**src/rtl/pic_pkg.sv**
```systemverilog
// ----------------------------------------------------------------------------
// Pedigree inbreeding coefficients: shared package
// Item types, fixed-point constants, datapath operations and the command and
// status structs that join the controller and the datapath.
// ----------------------------------------------------------------------------
package pic_pkg;

  localparam int MAX_ANIMALS_DEF = 4096;
  localparam int FRAC_BITS       = 30;
  localparam int NUM_W           = 13;
  localparam int F_W             = 31;
  localparam int CONT_W          = 32;

  localparam logic [63:0]    FIX_ONE = 64'd1 << FRAC_BITS;
  localparam logic [F_W-1:0] F_ONE   = F_W'(64'd1 << FRAC_BITS);
  localparam logic [F_W-1:0] F_HALF  = F_W'(64'd1 << (FRAC_BITS - 1));
  localparam logic [F_W-1:0] F_QUART = F_W'(64'd1 << (FRAC_BITS - 2));

  typedef struct packed {
    logic             restart;
    logic [NUM_W-1:0] sire;
    logic [NUM_W-1:0] dam;
  } in_item_t;

  typedef struct packed {
    logic [NUM_W-1:0] animal_number;
    logic [F_W-1:0]   inbreeding;
    logic             error;
  } out_item_t;

  // Contribution entry: queued flag and accumulated contribution.
  typedef struct packed {
    logic              flag;
    logic [CONT_W-1:0] c;
  } cont_t;

  typedef enum logic [4:0] {
    OP_NONE,
    OP_CLR,
    OP_ACCEPT,
    OP_CHECK,
    OP_PARENTS,
    OP_INC_RD,
    OP_INC_WR,
    OP_STORE,
    OP_WINIT,
    OP_LVL_RD,
    OP_LVL_POP,
    OP_POP_RD,
    OP_POP_LATCH,
    OP_PAR_RD,
    OP_PAR_UPD,
    OP_PAR_PUSH,
    OP_ACC,
    OP_RESULT,
    OP_FIN,
    OP_ERR
  } dp_op_t;

  typedef struct packed {
    dp_op_t op;
  } cmd_t;

  typedef struct packed {
    logic clr_done;
    logic err;
    logic no_walk;
    logic lap_done;
    logic lvl_empty;
    logic t_zero;
    logic par_zero;
    logic par_seen;
    logic par_last;
    logic lvl_done;
    logic out_free;
  } stat_t;

endpackage

```
**src/rtl/pic_ctrl.sv**
```systemverilog
// ----------------------------------------------------------------------------
// Pedigree inbreeding coefficients: controller
// Sequences one record through check, level count update, table store and the
// deepest-first ancestor walk, one datapath operation per cycle unless held.
// ----------------------------------------------------------------------------
module pic_ctrl (
  input  logic            clk,
  input  logic            rst_n,
  input  logic            in_valid,
  output logic            in_stall,
  input  pic_pkg::stat_t  stat,
  output pic_pkg::cmd_t   cmd
);

  typedef enum logic [18:0] {
    S_CLR       = 19'h00001,
    S_IDLE      = 19'h00002,
    S_CHK       = 19'h00004,
    S_PAR       = 19'h00008,
    S_INC_RD    = 19'h00010,
    S_INC_WR    = 19'h00020,
    S_STORE     = 19'h00040,
    S_WINIT     = 19'h00080,
    S_LVL_RD    = 19'h00100,
    S_LVL_POP   = 19'h00200,
    S_POP_RD    = 19'h00400,
    S_POP_LATCH = 19'h00800,
    S_PAR_RD    = 19'h01000,
    S_PAR_UPD   = 19'h02000,
    S_PAR_PUSH  = 19'h04000,
    S_ACC       = 19'h08000,
    S_RES       = 19'h10000,
    S_FIN       = 19'h20000,
    S_ERR       = 19'h40000
  } state_t;

  state_t state_r, state_nxt;

  always_ff @(posedge clk) begin
    if (!rst_n) begin
      state_r <= S_CLR;
    end else begin
      state_r <= state_nxt;
    end
  end

  assign in_stall = (state_r != S_IDLE);

  always_comb begin
    state_nxt = state_r;
    cmd.op    = pic_pkg::OP_NONE;
    case (state_r)
      S_CLR: begin
        cmd.op = pic_pkg::OP_CLR;
        if (stat.clr_done) state_nxt = S_IDLE;
      end
      S_IDLE: begin
        if (in_valid) begin
          cmd.op    = pic_pkg::OP_ACCEPT;
          state_nxt = S_CHK;
        end
      end
      S_CHK: begin
        cmd.op    = pic_pkg::OP_CHECK;
        state_nxt = stat.err ? S_ERR : S_PAR;
      end
      S_PAR: begin
        cmd.op    = pic_pkg::OP_PARENTS;
        state_nxt = S_INC_RD;
      end
      S_INC_RD: begin
        cmd.op    = pic_pkg::OP_INC_RD;
        state_nxt = S_INC_WR;
      end
      S_INC_WR: begin
        cmd.op    = pic_pkg::OP_INC_WR;
        state_nxt = stat.lap_done ? S_STORE : S_INC_RD;
      end
      S_STORE: begin
        cmd.op    = pic_pkg::OP_STORE;
        state_nxt = stat.no_walk ? S_FIN : S_WINIT;
      end
      S_WINIT: begin
        cmd.op    = pic_pkg::OP_WINIT;
        state_nxt = S_LVL_RD;
      end
      S_LVL_RD: begin
        cmd.op    = pic_pkg::OP_LVL_RD;
        state_nxt = S_LVL_POP;
      end
      S_LVL_POP: begin
        cmd.op = pic_pkg::OP_LVL_POP;
        if (!stat.lvl_empty) begin
          state_nxt = S_POP_RD;
        end else begin
          state_nxt = stat.t_zero ? S_RES : S_LVL_RD;
        end
      end
      S_POP_RD: begin
        cmd.op    = pic_pkg::OP_POP_RD;
        state_nxt = S_POP_LATCH;
      end
      S_POP_LATCH: begin
        cmd.op    = pic_pkg::OP_POP_LATCH;
        state_nxt = S_PAR_RD;
      end
      S_PAR_RD: begin
        cmd.op = pic_pkg::OP_PAR_RD;
        if (!stat.par_zero) begin
          state_nxt = S_PAR_UPD;
        end else begin
          state_nxt = stat.par_last ? S_ACC : S_PAR_RD;
        end
      end
      S_PAR_UPD: begin
        cmd.op = pic_pkg::OP_PAR_UPD;
        if (!stat.par_seen) begin
          state_nxt = S_PAR_PUSH;
        end else begin
          state_nxt = stat.par_last ? S_ACC : S_PAR_RD;
        end
      end
      S_PAR_PUSH: begin
        cmd.op    = pic_pkg::OP_PAR_PUSH;
        state_nxt = stat.par_last ? S_ACC : S_PAR_RD;
      end
      S_ACC: begin
        cmd.op = pic_pkg::OP_ACC;
        if (stat.lvl_done && stat.t_zero) begin
          state_nxt = S_RES;
        end else begin
          state_nxt = S_LVL_RD;
        end
      end
      S_RES: begin
        cmd.op    = pic_pkg::OP_RESULT;
        state_nxt = S_FIN;
      end
      S_FIN: begin
        if (stat.out_free) begin
          cmd.op    = pic_pkg::OP_FIN;
          state_nxt = S_IDLE;
        end
      end
      S_ERR: begin
        if (stat.out_free) begin
          cmd.op    = pic_pkg::OP_ERR;
          state_nxt = S_IDLE;
        end
      end
      default: begin
        state_nxt = S_CLR;
      end
    endcase
  end

endmodule

```
**config.mk**
```make
export PLATFORM = sky130hd
export DESIGN_NAME = pic_ctrl
export DESIGN_NICKNAME = d
export VERILOG_FILES = /design/src/rtl/pic_pkg.sv /design/src/rtl/pic_ctrl.sv
export SDC_FILE = /design/constraint.sdc
export NUM_CORES = 1
export LEC_CHECK = 0
export BUFFER_PORTS_ARGS = -buffer_cell sky130_fd_sc_hd__buf_2
export CORE_UTILIZATION = 50
export DETAILED_ROUTE_END_ITERATION = 10
export PLACE_DENSITY = 0.74
export SYNTH_ARGS = -nofsm -noshare
export SYNTH_HDL_FRONTEND = slang
export SYNTH_SLANG_ARGS = --single-unit
```
**constraint.sdc**
```tcl
create_clock -name clk -period 2.5 [get_ports clk]
set_input_delay 0.5 -clock clk [delete_from_list [all_inputs] [get_ports clk]]
set_output_delay 0.5 -clock clk [all_outputs]
set_load 0.005 [all_outputs]
```
Word-level counts from Yosys, hierarchy flattened --
Cells that the tools add are included.
Cells by class: eq/ne operators 23, multiplexer cells 17, reduce and logical (&&, ||, !) cells 3
Operators with widths (count):
- case mux 19 bit (18 select lines) | 1
- case mux 5 bit (19 select lines) | 1
- 2-to-1 mux 19 bit | 4
- 2-to-1 mux 17 bit | 3
- 2-to-1 mux 16 bit | 3
- equality test 19 x 1 -> 1 bit (second input constant) | 1
- equality test 19 x 10 -> 1 bit (second input constant) | 1
- equality test 19 x 11 -> 1 bit (second input constant) | 1
- equality test 19 x 12 -> 1 bit (second input constant) | 1
- equality test 19 x 13 -> 1 bit (second input constant) | 1
- equality test 19 x 14 -> 1 bit (second input constant) | 1
- equality test 19 x 15 -> 1 bit (second input constant) | 1
- equality test 19 x 16 -> 1 bit (second input constant) | 1
- equality test 19 x 17 -> 1 bit (second input constant) | 1
- equality test 19 x 18 -> 1 bit (second input constant) | 1
- equality test 19 bit (second input constant) | 1
- equality test 19 x 2 -> 1 bit (second input constant) | 1
- equality test 19 x 3 -> 1 bit (second input constant) | 1
- equality test 19 x 4 -> 1 bit (second input constant) | 1
- equality test 19 x 5 -> 1 bit (second input constant) | 1
- equality test 19 x 6 -> 1 bit (second input constant) | 1
- equality test 19 x 7 -> 1 bit (second input constant) | 1
- equality test 19 x 8 -> 1 bit (second input constant) | 1
- equality test 19 x 9 -> 1 bit (second input constant) | 1
- 10 further kinds | 12
Word-level totals: flip-flop bits (word level) 19, input port bits 14, output and inout port bits 6, word-level logic and storage cells 44

Depth between registers and ports, before layout --
Gate-level depths: netlist (run 1).
depth after elaboration 4, mapped depth 6, gate-level depth less buffers 5

Worst setup path before layout (run 1) --
No wires, ideal clock.
path kind register to output, start point reg state_r[13], end point out cmd[0] (netlist bit), data arrival time 1.547 ns, data required time 2.000 ns, slack 0.453 ns, stages on the path, launching flop included 7, path buffers 1, cells stage by stage dfxtp_1 -> clkbuf_1 -> nor4_1 -> and4_1 -> and3_1 -> nor4_1 -> nand4_1
RTL lines:
- start, declared | RTL line pic_ctrl.sv:37 | state_t state_r, state_nxt;
- start signal, assigned | RTL line pic_ctrl.sv:43 | state_r <= state_nxt;
- end, declared | RTL line pic_ctrl.sv:12 | output pic_pkg::cmd_t cmd

==> results of run 1 <==
worst max-delay path, stage by stage, from the launching register on:
cell and delay, ps:
dfxtp_1 380, nor4_4 280, buf_4 190, nand4_1 110, buf_4 200, nor4b_4 260, nor4_2 100, nand4_1 100
buf_2 120
layout make-up:
class                           instances  area share, %
Inverter                                3         0.7064
Multi-Input combinational cell        118          54.63
Clock buffer                            3          1.413
Clock inverter                          1         0.4710
Timing Repair Buffer                   37          14.44
Sequential cell                        19          26.14
Tap cell                               28          2.198
layer usage:
layer | global-route usage [%] | vias to the layer above | part of all wire, %
li1 | - | 634 | -
met1 | 36.46 | 629 | 42
met2 | 46.93 | 48 | 50
met3 | 4.167 | 8 | 6.2
met4 | 9.910 | 0 | 1.9
met5 | 0 | - | 0
placed cells by master (no fill, tap or decap), types with 4 or more instances in the layout:
cell	netlist	layout
nand2_1	10	10
dfxtp_1	19	4
nor4_4	2	4
nand4_1	7	7
dfxtp_2	0	8
buf_2	2	19
o21ai_0	9	8
nand3b_1	5	5
nor3b_1	7	7
nand3_1	4	4
buf_4	0	18
dfxtp_4	0	7
nor2_1	15	14
per-stage QoR:
stage / power [uW] / hold WS, ps
floorplan: 406.3 / 522.0
global placement: 443.1 / 565.4
detailed placement: 445.6 / 566.2
CTS: 625.9 / 333.4
global route: 666.5 / 338.1
finish: 639.8 / 334.8
timing repair:
action / CTS / global route
hold endpoints to repair: 0 / 0
gates resized for setup: 14 / 20
buffers inserted: 4 / 10
endpoints found under the setup margin: 5 / 5
hold buffers: 0 / 0
pin swaps: 5 / 5
worst max path at each step:
stage / from / to / depth (start not counted)
floorplan: state_r[13]$_SDFFE_PN0P_ / cmd[0] / 6
global placement: state_r[12]$_SDFFE_PN0P_ / cmd[1] / 6
detailed placement: state_r[0]$_SDFFE_PN1P_ / cmd[0] / 6
CTS: state_r[1]$_SDFFE_PN0P_ / cmd[0] / 7
global route: state_r[3]$_SDFFE_PN0P_ / cmd[1] / 7
finish: state_r[7]$_SDFFE_PN0P_ / cmd[0] / 8
power by group through the flow:
stage | Sequential (uW) | Combinational (uW) | Clock [uW]
after detailed placement | 326 | 120 | 0
after CTS | 321 | 131 | 174
after floorplan | 324 | 82.2 | 0
after global placement | 326 | 117 | 0
final | 314 | 152 | 173
after global routing | 316 | 166 | 184
logic make-up (layout without fill, tap and decap cells):
| kind of cell | Yosys count | count (layout) |
|---|---|---|
| AND/OR/NAND/NOR | 86 | 86 |
| AO/OA/AOI/OAI | 27 | 27 |
| flip-flops | 19 | 19 |
| buffers and inverters | 8 | 44 |
| XOR/XNOR | 4 | 4 |
| multiplexers | 1 | 1 |
==> key figures, run 1 <==
Status
  • Status: finished, violations left
  • Failing checks: setup timing

Setup path
  • CP required: around 2000 ps
  • R2R Path End: state_r[1]$_SDFFE_PN0P_
  • Reg-to-reg setup timing slack: between 300 and 400 ps
  • CP max FO: 5
  • Worst setup EP type: primary output
  • Critical Path Start Type: flop
  • Kind of critical path: flop to primary output
  • Worst EP arrival: 2050 ps
  • FF-to-FF Start: state_r[8]$_SDFFE_PN0P_
  • R2r worst-path depth: 7

Synth
  • Syn avg cell area: about 8.4 um^2
  • Post-synthesis xor/xnor area fraction: around 2.9%
  • Synthesized cell area: 1217 um^2
  • Count leader, synth: dfxtp_1
  • Complex-gate fraction of the synthesized area: roughly 15%
  • Top post-synthesis cells by area: dfxtp_1, nor2_1, nor3b_1
  • Synth top cells by count: dfxtp_1, nor2_1, nand2_1
  • Syn_nets: ~160
  • Seq cells post-synth: 19
  • Async S/R FF share, synth: 0%
  • Yosys top cell area share: a little under a third
  • Main combinational cell family by area after synthesis: simple AND/OR/NAND/NOR gates
  • Top cell type by total area after synthesis: dfxtp_1
  • Post-synthesis adder-cell area fraction: 0%
  • Sequential fraction of the synthesis area: 31.24%
  • Area share of and/or/nand/nor cells after synthesis: roughly 47%
  • Primary FF master, synth: dfxtp_1
  • Post-synthesis mux area share: less than 1%
  • Synth warnings: 0
  • EDFF count, synth: 0
  • Synth unique cells: 47
  • Synth Instances: around 150

Detailed routing
  • DR vias: around 1300
  • 1st-iter DRT viols: just over 40
  • Drt via density: 6.311
  • Residual DRC: 0
  • Wire length per cell: 17.29 um
  • Antenna-violating nets left: 0
  • Routed WL: around 3600 um
  • Drt first pass iters: 4

Hold path
  • Hold path cells: 2
  • Worst Hold End: state_r[3]$_SDFFE_PN0P_
  • Hold Crit Class: input port to flop
  • Hold_sp: stat[9]

Clock network
  • Cts bufs inserted: 3
  • Clock slew at reported path FFs: between 100 and 150 ps
  • Root Buffer: clkbuf_4
  • H-tree level count: 1
  • Clk sinks: 19
  • CTS tree: yes
  • Clk Latency, worst-skew pair: 310 ps
  • Clock Path Buffers: 2

Die
  • Ports: 20
  • Total core area: approximately 2300 um^2
  • Die width: ~51 um
  • Full die area: 2636 um^2
  • Row count: 17
  • Starting density of the core: between 50% and 60%
  • Die Height: ~51 um

Pwr
  • Comb power frac: a little under a quarter
  • Pint: 436.0 uW
  • Sequential Power Share: around half
  • Psw: roughly 200 uW
  • PwrDens: about 400 nW/um^2
  • Leak Pwr: 0.0006420 uW
  • Peak VDD IR: between 0.2 and 0.3 mV
  • Switching share of power: a little under a third
  • Clock Power Share: approximately 27%

Placement
  • Cell count after placement: approximately 190
  • Placed cell area: between 1000 and 1500 um^2
  • Buffers on Ports: 19
  • Pre-CTS setup slack: about 45 ps
  • Detailed Place HPWL: between 2000 and 2500 um
  • Gpl congestion: 0.9472

Finish
  • Most flops, register: state_r
  • Area of the multi-input gates: between 800 and 900 um^2
  • Layout Nets: 196
  • Biggest regs: state_r x19
  • Max reg flops: 19
  • Final instance area: between 1500 and 2000 um^2
  • Antenna Cells: 0
  • Final design utilization: a little over two thirds
  • Storage cell area: ~420 um^2
  • Number of fill cells: 192
  • Layout cells sized above 1: roughly two fifths
  • Non-Filler Instances: ~210
  • Area Overhead vs Synth: 30.94%

Timing
  • Pins Over Slew Limit: 0
  • Setup Total Neg Slack: -85.74 ps
  • Setup violators final: 2
  • Worst Tran Pin Value: 461.8 ps
  • Max Clock Freq: ~390 MHz
  • Final WS setup: -50.99 ps
  • RSZ-0062 raised after global routing: true
  • Post-layout min period: 2551 ps
  • Endpoints failing hold: 0
  • Part of the cycle the worst path needs: 102.0%
  • Worst Skew: about 2.8 ps
  • Worst rel slew slack: between 60% and 70%

GRT
  • First-pass GRT wire length: ~5500 um
  • Remaining Overflow, GRT: 0
  • Vias in the first global route: approximately 1200
  • Total GRT Usage: 28.07%
  • Largest net degree at the start of global routing: 13
  • Initial antenna violation count: 0

Run
  • Max-Cap Viols: 0
Note: power is estimated with default switching activity, not from simulation.
==> run 2, diff against run 1 <==
--- a/config.mk
+++ b/config.mk
@@ -6,8 +6,10 @@
 export NUM_CORES = 1
 export LEC_CHECK = 0
 export BUFFER_PORTS_ARGS = -buffer_cell sky130_fd_sc_hd__buf_2
+export CORE_MARGIN = 2
 export CORE_UTILIZATION = 50
 export DETAILED_ROUTE_END_ITERATION = 10
+export HOLD_SLACK_MARGIN = 0.06
 export PLACE_DENSITY = 0.74
 export SYNTH_ARGS = -nofsm -noshare
 export SYNTH_HDL_FRONTEND = slang
==> run 2 against run 1 <==
  * The run still ends with setup timing left
  * Global-route usage decreased by 3.7 points
  * First-iteration DRC count increased by 17%
  * Wire length decreased by 7.2%
  * Clock-buffer cell count unchanged
  * Flip-flop and latch count unchanged
  * Die area increased by 7.9%
  * Sequential share of layout area decreased by 0.50 points
  * Maximum frequency decreased by 2.1%
  * Clock skew decreased by 0.56 ps
  * Critical path type unchanged
  * Highest routed layer unchanged
==> key figures, run 2 (same netlist as run 1, synthesis figures left out) <==
Pwr
  • Peak VDD IR: 0.3286 mV (+27%)
  • Switching share of power: 30.82% (-1.0 points)
  • Sequential Power Share: 49.8% (+0.7 points)
  • Psw: 197.1 uW (-3.3%)
  • Pwr Total: 639.5 uW (about the same)
  • PwrDens: 397.1 nW/um^2 (-1.1%)
  • Pint: 442.4 uW (+1.5%)
  • Comb power frac: 24.9% (+1.1 points)
  • Leak Pwr: 0.0006493 uW (+1.1%)
  • Clock Power Share: 25.3% (-1.7 points)

Finish
  • Highest-count cells in the layout ignoring fill and taps: buf_2, buf_4, nor2_1, dfxtp_2, nand2_1
  • Area Overhead vs Synth: 32.27%
  • Number of fill cells: 169 (-12%)
  • Max reg flops: 19 (unchanged)
  • Biggest regs: state_r x19
  • Non-Filler Instances: 208 (-0.48%)
  • Final instance area: 1610 um^2 (+1.0%)
  • Layout cells sized above 1: 42.78% (+2.4 points)
  • Most flops, register: state_r
  • Antenna Cells: 0 (unchanged)
  • Commonest non-fill, non-tap cell in the layout: buf_2
  • Layout Nets: 195 (-0.51%)

Setup path
  • Kind of critical path: flop to primary output
  • CP required: 2000 ps (about the same)
  • Worst EP arrival: 2110 ps (+60 ps)
  • Worst setup EP type: primary output
  • Critical Path Start Type: flop
  • CP max FO: 5 (unchanged)
  • Critical path origin: state_r[5]$_SDFFE_PN0P_
  • FF-to-FF Start: state_r[5]$_SDFFE_PN0P_

Clock network
  • Cts bufs inserted: 3 (unchanged)
  • CTS tree: yes
  • Root Buffer: clkbuf_4
  • H-tree level count: 1 (unchanged)
  • Clock Path Buffers: 2 (unchanged)
  • Clock slew at reported path FFs: 110 ps (-20 ps)
  • Clk sinks: 19 (unchanged)
  • CTS Hold Buffers Added: 0 (unchanged)
  • Clk Latency, worst-skew pair: 310 ps (about the same)

Detailed routing
  • Wire length per cell: 16.13 um (-6.7%)
  • Residual DRC: 0 (unchanged)
  • DR vias: 1304 (-1.1%)
  • Drt first pass iters: 4 (unchanged)
  • Routed WL: 3354 um (-7.2%)
  • Drt via density: 6.269 (-0.66%)
  • 1st-iter DRT viols: 48 (+17%)
  • Antenna-violating nets left: 0 (unchanged)

GRT
  • GRT busiest layer: met2
  • Largest net degree at the start of global routing: 13 (unchanged)
  • Met1 Usage GRT: 33.73% (-2.7 points)
  • Remaining Overflow, GRT: 0 (unchanged)
  • Total GRT Usage: 24.34% (-3.7 points)
  • Initial antenna violation count: 0 (unchanged)
  • Met2 Usage GRT: 38.27% (-8.7 points)
  • Met3 Track Usage GR: 2.542% (-1.6 points)
  • First-pass GRT wire length: 5043 um (-8.5%)
  • Vias in the first global route: 1085 (-8.7%)

Timing
  • Post-layout min period: 2606 ps (+55.07 ps)
  • RSZ-0062 raised after global routing: true
  • Pins Over Slew Limit: 0 (unchanged)
  • Setup violators final: 3 (+1)
  • Worst Skew: 2.219 ps (-0.5614 ps)
  • Worst Tran Pin Value: 447.1 ps (-14.69 ps)
  • Max Clock Freq: 383.7 MHz (-2.1%)
  • Final WS setup: -106.1 ps (-55.07 ps)
  • Endpoints failing hold: 0 (unchanged)
  • Part of the cycle the worst path needs: 104.2% (+2.2 points)
  • Worst rel slew slack: 70.13% (+0.95 points)

Placement
  • Detailed Place HPWL: 2160 um (-9.1%)
  • Placed cell area: 1349 um^2 (unchanged)
  • Gpl congestion: 0.8816 (-6.9%)
  • Buffers on Ports: 19 (unchanged)
  • Cell count after placement: 191 (unchanged)

Die
  • Row count: 17 (unchanged)
  • Die Height: 53.35 um (+3.9%)
  • Die width: 53.35 um (+3.9%)
  • Ports: 20 (unchanged)
  • Starting density of the core: 54.00% (unchanged)
  • Full die area: 2846 um^2 (+7.9%)
  • Total core area: 2255 um^2 (unchanged)

Hold path
  • Hold_sp: stat[9]
  • Hold Crit Class: input port to flop

Status
  • Status: finished, violations left
  • Failing checks: setup timing

Run
  • Max-Cap Viols: 0 (unchanged)
[run 2: metrics by stage]
step | hold slack (ps) | setup TNS (ps) | util (%) | setup slack, ps
2_1_floorplan | 522.0 | 0 | - | 452.7
3_3_place_gp | 563.5 | 0 | 59.82 | 181.2
3_5_place_dp | 563.3 | 0 | 59.82 | 74.21
4_1_cts | 338.4 | 0 | 65.70 | 0.7734
5_1_grt | 334.6 | -441.7 | 71.42 | -157.0
6_report | 341.1 | -251.6 | 71.42 | -106.1
[run 2: area by class of cell]
class                      count  area (um^2)  area share (%)
clock buffer                   3        22.52           1.399
clock inverter                 1        5.005          0.3108
inverter                       3        11.26          0.6993
multi-input combinational    118        900.9           55.94
sequential                    19        412.9           25.64
tap                           28        35.03           2.176
timing repair buffer          36        222.7           13.83
[run 2: path summary, 6_finish.rpt]
path / endpoint / slack, ps / cells past startpoint
min: state_r[3]$_SDFFE_PN0P_ / 340 / 2
min reg2reg: state_r[14]$_SDFFE_PN0P_ / 530 / 1
max: cmd[0] / -110 / 7
max reg2reg: state_r[1]$_SDFFE_PN0P_ / 460 / 6
[run 2: worst max-delay path, stage by stage (launching register included)]
cell and delay, ps:
dfxtp_4 380, nor4_4 390, nand4_1 190, buf_4 190, nor4b_4 340, nor4_2 110
nand4_1 80, buf_2 110
[run 2: power by group through the flow]
stage	Clock, uW	Combinational, uW	Sequential [uW]
3_3_place_gp	0	120	326
4_1_cts	163	139	322
5_1_grt	178	173	321
6_report	162	159	318
2_1_floorplan	0	82.2	324
3_5_place_dp	0	123	326
[run 2: per-layer routing]
| metal | routed length, um | part of all wire [%] |
|---|---|---|
| met5 | 0 | 0 |
| met4 | 155 | 4.6 |
| met3 | 188 | 5.6 |
| met2 | 1571 | 47 |
| met1 | 1438 | 43 |
[run 2: what timing repair did]
action                     CTS  global route
gates cloned                 0             0
setup endpoints to repair    5             5
gates resized for setup     14            24
buffers inserted             6             7
pin swaps                    5             8
==> run 3, diff against run 2 <==
--- a/config.mk
+++ b/config.mk
@@ -6,11 +6,13 @@
 export NUM_CORES = 1
 export LEC_CHECK = 0
 export BUFFER_PORTS_ARGS = -buffer_cell sky130_fd_sc_hd__buf_2
+export CELL_PAD_IN_SITES_DETAIL_PLACEMENT = 0
+export CELL_PAD_IN_SITES_GLOBAL_PLACEMENT = 1
 export CORE_MARGIN = 2
-export CORE_UTILIZATION = 50
+export CORE_UTILIZATION = 41
 export DETAILED_ROUTE_END_ITERATION = 10
 export HOLD_SLACK_MARGIN = 0.06
-export PLACE_DENSITY = 0.74
+export PLACE_DENSITY = 0.8
 export SYNTH_ARGS = -nofsm -noshare
 export SYNTH_HDL_FRONTEND = slang
 export SYNTH_SLANG_ARGS = --single-unit
==> run 3 against run 2 <==
  * The flow now finishes without violations
  * Global-route usage decreased by 3.2 points
  * Sequential share of layout area about the same
  * Utilization decreased by 15 points
  * Die area increased by 20%
  * Worst hold slack got worse by 7.6 ps
  * Sequential power about the same
  * Setup slack improved by 150 ps
  * Clock-buffer cell count unchanged
  * Maximum frequency increased by 6.0%
  * Wire length increased by 2.1%
  * Via count decreased by 1.8%
  * Register-to-register slack got worse by 30 ps
==> key figures, run 3 (same netlist as run 1, synthesis figures left out) <==
Detailed routing
  • Wire length per cell: 16.55 um (+2.6%)
  • DR vias: 1280 (-1.8%)
  • Routed WL: 3425 um (+2.1%)
  • Drt first pass iters: 4 (unchanged)
  • Antenna-violating nets left: 0 (unchanged)
  • Residual DRC: 0 (unchanged)
  • Drt via density: 6.184 (-1.4%)
  • 1st-iter DRT viols: 60 (+25%)

Finish
  • Most flops, register: state_r
  • Non-Filler Instances: 207 (-0.48%)
  • Layout cells sized above 1: 36.93% (-5.8 points)
  • Commonest non-fill, non-tap cell in the layout: buf_2
  • Highest-count cells in the layout ignoring fill and taps: buf_2, nor2_1, buf_4, nand2_1
  • Antenna Cells: 0 (unchanged)
  • Storage cell area: 400.4 um^2 (-3.0%)
  • Number of fill cells: 268 (+59%)
  • Area Overhead vs Synth: 28.47%
  • Max reg flops: 19 (unchanged)
  • Area of the multi-input gates: 893.4 um^2 (-0.83%)
  • Biggest regs: state_r x19
  • Layout Nets: 191 (-2.1%)

Die
  • Total core area: 2781 um^2 (+23%)
  • Row count: 19 (+2)
  • Full die area: 3421 um^2 (+20%)
  • Die width: 58.49 um (+9.6%)
  • Starting density of the core: 43.77% (-10 points)
  • Die Height: 58.49 um (+9.6%)
  • Ports: 20 (unchanged)

Clock network
  • CTS tree: yes
  • Clk Latency, worst-skew pair: 310 ps (about the same)
  • Clk sinks: 19 (unchanged)
  • Clock slew at reported path FFs: 120 ps (about the same)
  • Root Buffer: clkbuf_4
  • Clock Path Buffers: 2 (unchanged)
  • H-tree level count: 1 (unchanged)
  • Cts bufs inserted: 3 (unchanged)

Setup path
  • Critical Path Start Type: flop
  • Kind of critical path: flop to primary output
  • R2r worst-path depth: 6 (unchanged)
  • Crit path largest cell delay: 390 ps (about the same)
  • CP Buf/Inv Count: 2 (unchanged)
  • Critical Path Stages: 7 (unchanged)
  • Worst EP arrival: 1960 ps (-150 ps)
  • CP required: 2000 ps (about the same)
  • FF-to-FF Start: state_r[12]$_SDFFE_PN0P_
  • Reg-to-reg setup timing slack: 430 ps (-30 ps)
  • Critical path origin: state_r[12]$_SDFFE_PN0P_
  • Worst-path cell chain: nor4_4 > nand4_1 > buf_4 > nor4b_4 > nor4_2 > nand4_1 > buf_2
  • Delay-heaviest family, CP: simple AND/OR/NAND/NOR gates
  • CP max FO: 7 (+2)
  • Most used cell, CP: nand4_1
  • Worst setup EP type: primary output
  • Slowest CP cell: dfxtp_4

Hold path
  • Hold Crit Class: input port to flop
  • Hold path cells: 2 (unchanged)
  • Hold_sp: stat[9]

GRT
  • Largest net degree at the start of global routing: 13 (unchanged)
  • Vias in the first global route: 1150 (+6.0%)
  • Remaining Overflow, GRT: 0 (unchanged)
  • First-pass GRT wire length: 5492 um (+8.9%)
  • Initial antenna violation count: 0 (unchanged)
  • Total GRT Usage: 21.13% (-3.2 points)

Pwr
  • Leak Pwr: 0.0006174 uW (-4.9%)
  • Switching share of power: 31.17% (+0.36 points)
  • Clock Power Share: 26.1% (+0.8 points)
  • Peak VDD IR: 0.3088 mV (-6.0%)
  • Psw: 198.9 uW (+0.90%)
  • Pint: 439.0 uW (-0.76%)
  • PwrDens: 407.8 nW/um^2 (+2.7%)
  • Sequential Power Share: 50.2% (+0.4 points)
  • Comb power frac: 23.7% (-1.2 points)

Timing
  • Worst Tran Pin Value: 453.4 ps (+6.314 ps)
  • Endpoints failing hold: 0 (unchanged)
  • Pins Over Slew Limit: 0 (unchanged)
  • Max Clock Freq: 406.6 MHz (+6.0%)
  • Worst rel slew slack: 69.74% (-0.39 points)
  • Setup violators final: 0 (-3)
  • RSZ-0062 raised after global routing: true
  • Final WS setup: 40.58 ps (+146.6 ps)
  • Post-layout min period: 2459 ps (-146.6 ps)
  • Worst Skew: 3.510 ps (+1.291 ps)
  • Part of the cycle the worst path needs: 98.38% (-5.9 points)

Placement
  • Gpl congestion: 0.9705 (+10%)
  • Pre-CTS setup slack: 153.1 ps (+78.87 ps)
  • Detailed Place HPWL: 2473 um (+15%)
  • Cell count after placement: 194 (+1.6%)
  • Buffers on Ports: 19 (unchanged)

Run
  • Max-Cap Viols: 0 (unchanged)

Status
  • Status: finished, final reports clean
==> run 3: cell count changes in the layout (fill, tap and decap cells not counted), moves of 2 or more <==
cell	before	now
dfxtp_1	3	9
buf_4	17	13
dfxtp_2	11	7
dfxtp_4	5	3
==> run 3: final cells by class <==
cell class | count | share of cell area [%]
clock buffers | 3 | 1.440
clock inverters | 1 | 0.3200
inverters | 3 | 0.7200
multi-input cells | 118 | 57.12
flip-flops and latches | 19 | 25.60
well taps | 31 | 2.480
repair buffers | 32 | 12.32
==> run 3: what timing repair did <==
item	CTS	global route
resized for setup	16	12
endpoints found under the setup margin	5	4
cloned	0	0
hold buffers	0	0
buffers inserted	4	5
hold endpoints to repair	0	0
pin swaps	7	7
==> run 3: path summary, 6_finish.rpt <==
| kind | endpoint |
|---|---|
| min reg2reg | state_r[9]$_SDFFE_PN0P_ |
| min | state_r[3]$_SDFFE_PN0P_ |
| max reg2reg | state_r[1]$_SDFFE_PN0P_ |
| max | cmd[1] |
==> run 3: layer usage <==
layer,routed length [um],vias to the layer above,global-route usage (%)
li1,-,621,-
met1,1513,619,27.62
met2,1685,31,33.87
met3,144,9,2.857
met4,81,0,10.96
met5,0,-,0
==> run 3: power by group through the flow <==
| stage | combinational [uW] | clock (uW) | sequential, uW |
|---|---|---|---|
| 2_1_floorplan | 82.2 | 0 | 324 |
| 3_3_place_gp | 123 | 0 | 325 |
| 3_5_place_dp | 122 | 0 | 326 |
| 4_1_cts | 139 | 170 | 321 |
| 5_1_grt | 168 | 185 | 321 |
| 6_report | 151 | 166 | 320 |
==> run 3: through the flow <==
step	hold WS, ps	power, uW	area [um^2]	TNS [ps]	util [%]
floorplan	522.0	406.3	1217	0	-
global placement	568.4	448.2	1353	0	48.63
detailed placement	575.2	448.0	1353	0	48.63
CTS	331.5	629.4	1481	0	53.26
global route	317.3	675.1	1564	-287.0	56.23
finish	333.5	637.9	1564	0	56.23
